==> config.mk <==
export PLATFORM = sky130hd
export DESIGN_NAME = nthd_hash
export DESIGN_NICKNAME = d
export VERILOG_FILES = /design/src/hw/rtl/nthd_pkg.sv /design/src/hw/rtl/nthd_hash.sv
export SDC_FILE = /design/constraint.sdc
export NUM_CORES = 1
export LEC_CHECK = 0
export ABC_AREA = 1
export BUFFER_PORTS_ARGS = -buffer_cell sky130_fd_sc_hd__buf_4
export CORE_MARGIN = 2
export CORE_UTILIZATION = 55
export CTS_CLUSTER_DIAMETER = 60
export DETAILED_ROUTE_END_ITERATION = 10
export GPL_TIMING_DRIVEN = 0
export PLACE_DENSITY = 0.75
export SLEW_MARGIN = 20
export SYNTH_ARGS = -nofsm -noshare
export SYNTH_HDL_FRONTEND = slang
export SYNTH_SLANG_ARGS = --single-unit
==> constraint.sdc <==
create_clock -name aclk -period 14.05 [get_ports aclk]
set_input_delay 0.7025 -clock aclk [delete_from_list [all_inputs] [get_ports aclk]]
set_output_delay 0.7025 -clock aclk [all_outputs]
set_load 0.005 [all_outputs]
==> src/hw/rtl/nthd_pkg.sv <==
`default_nettype none
// ----------------------------------------------------------------------------
// nthd_pkg
// Shared constants and types of the name-to-id dictionary.
// ----------------------------------------------------------------------------
package nthd_pkg;
    localparam int TABLE_SLOTS   = 1024;
    localparam int MAX_KEY_BYTES = 32;
    localparam int KEY_WORDS     = (MAX_KEY_BYTES + 7) / 8;
    localparam int SLOT_W        = $clog2(TABLE_SLOTS);
    localparam int LEN_W         = $clog2(MAX_KEY_BYTES + 1);
    localparam int ID_W          = 10;
    localparam int CNT_W         = 11;
    localparam int KEY_W         = KEY_WORDS * 64;

    localparam logic [63:0] FNV_BASIS = 64'd1469598103934665603;
    localparam logic [63:0] FNV_PRIME = 64'd1099511628211;

    localparam logic [1:0] ST_OK       = 2'd0;
    localparam logic [1:0] ST_FULL     = 2'd1;
    localparam logic [1:0] ST_TOO_LONG = 2'd2;

    typedef struct packed {
        logic [KEY_W-1:0] key;
        logic [LEN_W-1:0] len;
        logic [63:0]      hash;
        logic             too_long;
    } key_req_t;
endpackage
`default_nettype wire

==> src/hw/rtl/nthd_hash.sv <==
`default_nettype none
// ----------------------------------------------------------------------------
// nthd_hash
// Folds key bytes into FNV-1a and packs them into the key buffer.
// The 64x64 multiply is split into three 32x32 partial products over cycles.
// ----------------------------------------------------------------------------
module nthd_hash (
    input  wire logic               aclk,
    input  wire logic               aresetn,
    input  wire logic               s_valid,
    output logic                    s_ready,
    input  wire logic [7:0]         s_key_byte,
    input  wire logic               s_key_last,
    output logic                    req_valid,
    input  wire logic               req_ready,
    output nthd_pkg::key_req_t      req
);
    localparam logic [2:0] H_IDLE = 3'd0;
    localparam logic [2:0] H_M0   = 3'd1;
    localparam logic [2:0] H_M1   = 3'd2;
    localparam logic [2:0] H_M2   = 3'd3;
    localparam logic [2:0] H_SUM  = 3'd4;
    localparam logic [2:0] H_OUT  = 3'd5;

    logic [2:0]                      st_reg;
    logic [63:0]                     hash_reg;
    logic [63:0]                     x_reg;
    logic [63:0]                     ll_reg;
    logic [31:0]                     lh_reg;
    logic [31:0]                     hl_reg;
    logic [nthd_pkg::KEY_W-1:0]      key_reg;
    logic [nthd_pkg::LEN_W-1:0]      len_reg;
    logic                            long_reg;
    logic                            last_reg;
    logic [63:0]                     prod;
    logic [$clog2(nthd_pkg::KEY_W)-1:0] bitpos;

    assign s_ready   = (st_reg == H_IDLE);
    assign req_valid = (st_reg == H_OUT);
    assign req.key      = key_reg;
    assign req.len      = len_reg;
    assign req.hash     = hash_reg;
    assign req.too_long = long_reg;
    assign bitpos = {len_reg[nthd_pkg::LEN_W-2:0], 3'b000};
    assign prod   = ll_reg + {lh_reg, 32'd0} + {hl_reg, 32'd0};

    always_ff @(posedge aclk) begin
        if (!aresetn) begin
            st_reg   <= H_IDLE;
            hash_reg <= nthd_pkg::FNV_BASIS;
            len_reg  <= '0;
            long_reg <= 1'b0;
        end else begin
            case (st_reg)
                H_IDLE: if (s_valid) begin
                    x_reg    <= hash_reg ^ {56'd0, s_key_byte};
                    last_reg <= s_key_last;
                    if (len_reg < nthd_pkg::LEN_W'(nthd_pkg::MAX_KEY_BYTES)) begin
                        key_reg[bitpos +: 8] <= s_key_byte;
                        len_reg <= len_reg + 1'b1;
                    end else begin
                        long_reg <= 1'b1;
                    end
                    st_reg <= H_M0;
                end
                H_M0: begin
                    ll_reg <= 64'(x_reg[31:0] * nthd_pkg::FNV_PRIME[31:0]);
                    st_reg <= H_M1;
                end
                H_M1: begin
                    lh_reg <= 32'(x_reg[31:0] * nthd_pkg::FNV_PRIME[63:32]);
                    st_reg <= H_M2;
                end
                H_M2: begin
                    hl_reg <= 32'(x_reg[63:32] * nthd_pkg::FNV_PRIME[31:0]);
                    st_reg <= H_SUM;
                end
                H_SUM: begin
                    hash_reg <= prod;
                    st_reg   <= last_reg ? H_OUT : H_IDLE;
                end
                H_OUT: if (req_ready) begin
                    hash_reg <= nthd_pkg::FNV_BASIS;
                    len_reg  <= '0;
                    long_reg <= 1'b0;
                    st_reg   <= H_IDLE;
                end
                default: st_reg <= H_IDLE;
            endcase
        end
    end

    a_len_cap: assert property (@(posedge aclk) disable iff (!aresetn)
        len_reg <= nthd_pkg::LEN_W'(nthd_pkg::MAX_KEY_BYTES))
        else $error("key length beyond buffer");
    a_ready_idle: assert property (@(posedge aclk) disable iff (!aresetn)
        s_ready |-> !req_valid) else $error("accept during request");
    a_req_hold: assert property (@(posedge aclk) disable iff (!aresetn)
        req_valid && !req_ready |=> req_valid && $stable(hash_reg))
        else $error("request dropped");
endmodule
`default_nettype wire

==> qor.yml <==
route:
  ant_nets: 0
  wl_um: 95000
  route.detailed.drc: 0
  wire_per_inst_um: 21.0
  viasPerCell: 5.46
  first_iter_violations: 2545
  firstDrtPassIters: 5
  dr_total_vias: 24700
grt:
  grt_usage_pct: 32.2
  grt-ovfl-total: 0
  grt_pass1_vias: 24100
  grt_max_degree: 28
  grt_first_pass_wirelength_um: 143000
  antenna_found_initial: 2
critical_path:
  start_kind: "flop"
  critPathKind: "reg -> reg"
  critical_path_peak_fanout: 6
  worstPathArrival_ps: 5150
  cp.required_ps: 14430
  endpoint_kind: "flop"
finish:
  layout.nets: 4172
  antenna_cells: 0
  fillCellCount: 4672
  regArea_um2: 14000
  drive_gt1_share_pct: 13.0
  area_growth_pct: 17.7
  multi_input_area_um2: 14600
  final_common_cell: "inv_1"
  largest_reg_flops: 256
  instances_no_fill: 4525
  most-common-layout-cells: "inv_1 (642), nand2_1 (589), nor2_1 (428)"
yosys:
  netlist_area_um2: 31400
  avgSynthCellArea_um2: 9.46
  syn_nets: 3770
  synthCells: 3320
  synth_cell_type_count: 39
  yosysWarnings: 0
  yosysSeqAreaShare_pct: 44.7
  synth-seq-cells: 492
clocking:
  clk_latency_ps: 610
  postCtsHoldBufs: 0
  cts.sinks: 492
  numCtsBuffers: 57
  cts-root-buf: "clkbuf_16"
  cts_tree: "yes"
  h-tree-depth: 2
  postCtsSetupBuffers: 0
  ctsResizeCount: 0
  clkTransAtPathRegs_ps: 70
  cts_buffer_depth: 3
sta:
  fin_skew_ps: 20.0
  hold_viol_final: 0
  post-route-min-period_ps: 4770
  drv_slew: 0
  rsz0062_at_grt: "false"
  max_slew_margin_pct: 30.4
  worst_slew_pin_slew_ps: 1040
  timing.final.crit_share_pct: 34.0
  whs_ps: 265
  clock.fmax_ghz: 0.209
  finalSetupViolCount: 0
  tns_ps: 0
run_status:
  status: "complete, no violations"
die:
  ios: 342
  rows: 87
  die_h_um: 243
  die-area_um2: 59000
  initial_core_util_pct: 55.7
  core_um2: 56400
  die_w_um: 243
pwr:
  leakagePower_nw: 16.8
  finalPower_mw: 6.28
  vdd_drop_max_mv: 0.114
  power_density_nw_per_um2: 170
placement:
  routabilityCongestion: 1.01
  place_hpwl_um: 76500
  io_buffers: 332
  place_inst: 4419
job:
  maxCapViolCount: 0
worst_hold_path:
  min_path_type: "in -> reg"
[critical path, cell delays in order (launching register included)]
cell and delay (ps):
edfxtp_1 470, ha_1 310, clkbuf_1 290, xor2_1 120, ha_1 200, a21o_1 180
fa_1 510, inv_1 60, fa_1 550, inv_1 50, ha_1 360, a21oi_1 280
o21ai_0 120, a21oi_1 280, nand3_1 250, nand2_1 120, nand2_1 60, xor2_1 330
[layer usage]
metal / track usage, % / vias up / part of all wire [%]
met5: 0 / - / 0.022
met2: 50.0 / 1113 / 45
met3: 5.33 / 181 / 8.9
met1: 46.6 / 12000 / 43
li1: - / 11400 / -
met4: 10.1 / 4 / 3.4
[synthesized netlist by cell type, drive strengths merged]
cell | count | area (um^2)
nor4 | 1 | 6.26
edfxtp | 418 | 12600
inv | 650 | 2440
ha | 247 | 3090
a21o | 15 | 113
nor3 | 70 | 360
xnor2 | 25 | 219
and2 | 5 | 31.3
o31ai | 2 | 15.0
nand3b | 4 | 30.0
nand2 | 590 | 2220
a21oi | 158 | 791
a21boi | 5 | 37.5
dfxtp | 74 | 1480
and3 | 2 | 12.5
or2 | 2 | 12.5
o211ai | 2 | 15.0
nand3 | 119 | 596
buf | 41 | 231
clkbuf | 35 | 131
nor2 | 437 | 1660
o21ai | 84 | 420
xor2 | 84 | 736
o21bai | 16 | 120
o22ai | 1 | 6.26
a211oi | 1 | 7.51
a31oi | 7 | 43.8
nand4 | 27 | 169
o21a | 8 | 60.1
fa | 190 | 3800
[layout make-up]
| class | instances | share of cell area (%) |
|---|---|---|
| inverters | 650 | 6.60 |
| clock inverters | 41 | 1.27 |
| plain buffers | 76 | 0.981 |
| flip-flops and latches | 492 | 37.9 |
| well taps | 756 | 2.56 |
| repair buffers | 343 | 7.07 |
| clock buffers | 65 | 4.11 |
| multi-input cells | 2102 | 39.5 |
[final timing paths]
check,start,to,slack (ps),cells after the start
min reg2reg,hash_reg[32],x_reg[32],460,0
max reg2reg,x_reg[6],ll_reg[38],9280,17
min,s_key_last,last_reg,270,1
max,x_reg[6],ll_reg[38],9280,17
[report_power, final]
group | switching [mW] | leakage, nW | internal (mW)
combinational | 1.96 | 11.4 | 0.955
sequential | 0.0416 | 4.44 | 1.76
clock | 0.644 | 0.968 | 0.918
[cells by family after synthesis]
logic type / share of synthesized area, %
compound gates: 5.19
xor+xnor: 3.04
fa+ha+maj: 21.9
buf+inv: 8.92
flops: 44.7
simple gates: 16.2
[per-stage QoR]
stage	utilization [%]	worst slack, ps	area (um^2)
floorplan	-	6880	31400
global placement	61.8	2160	34800
detailed placement	62.1	9400	35000
CTS	65.6	9370	37000
global route	65.6	9080	37000
finish	65.6	9280	37000
No activity file was read; power rests on OpenSTA's default activity.
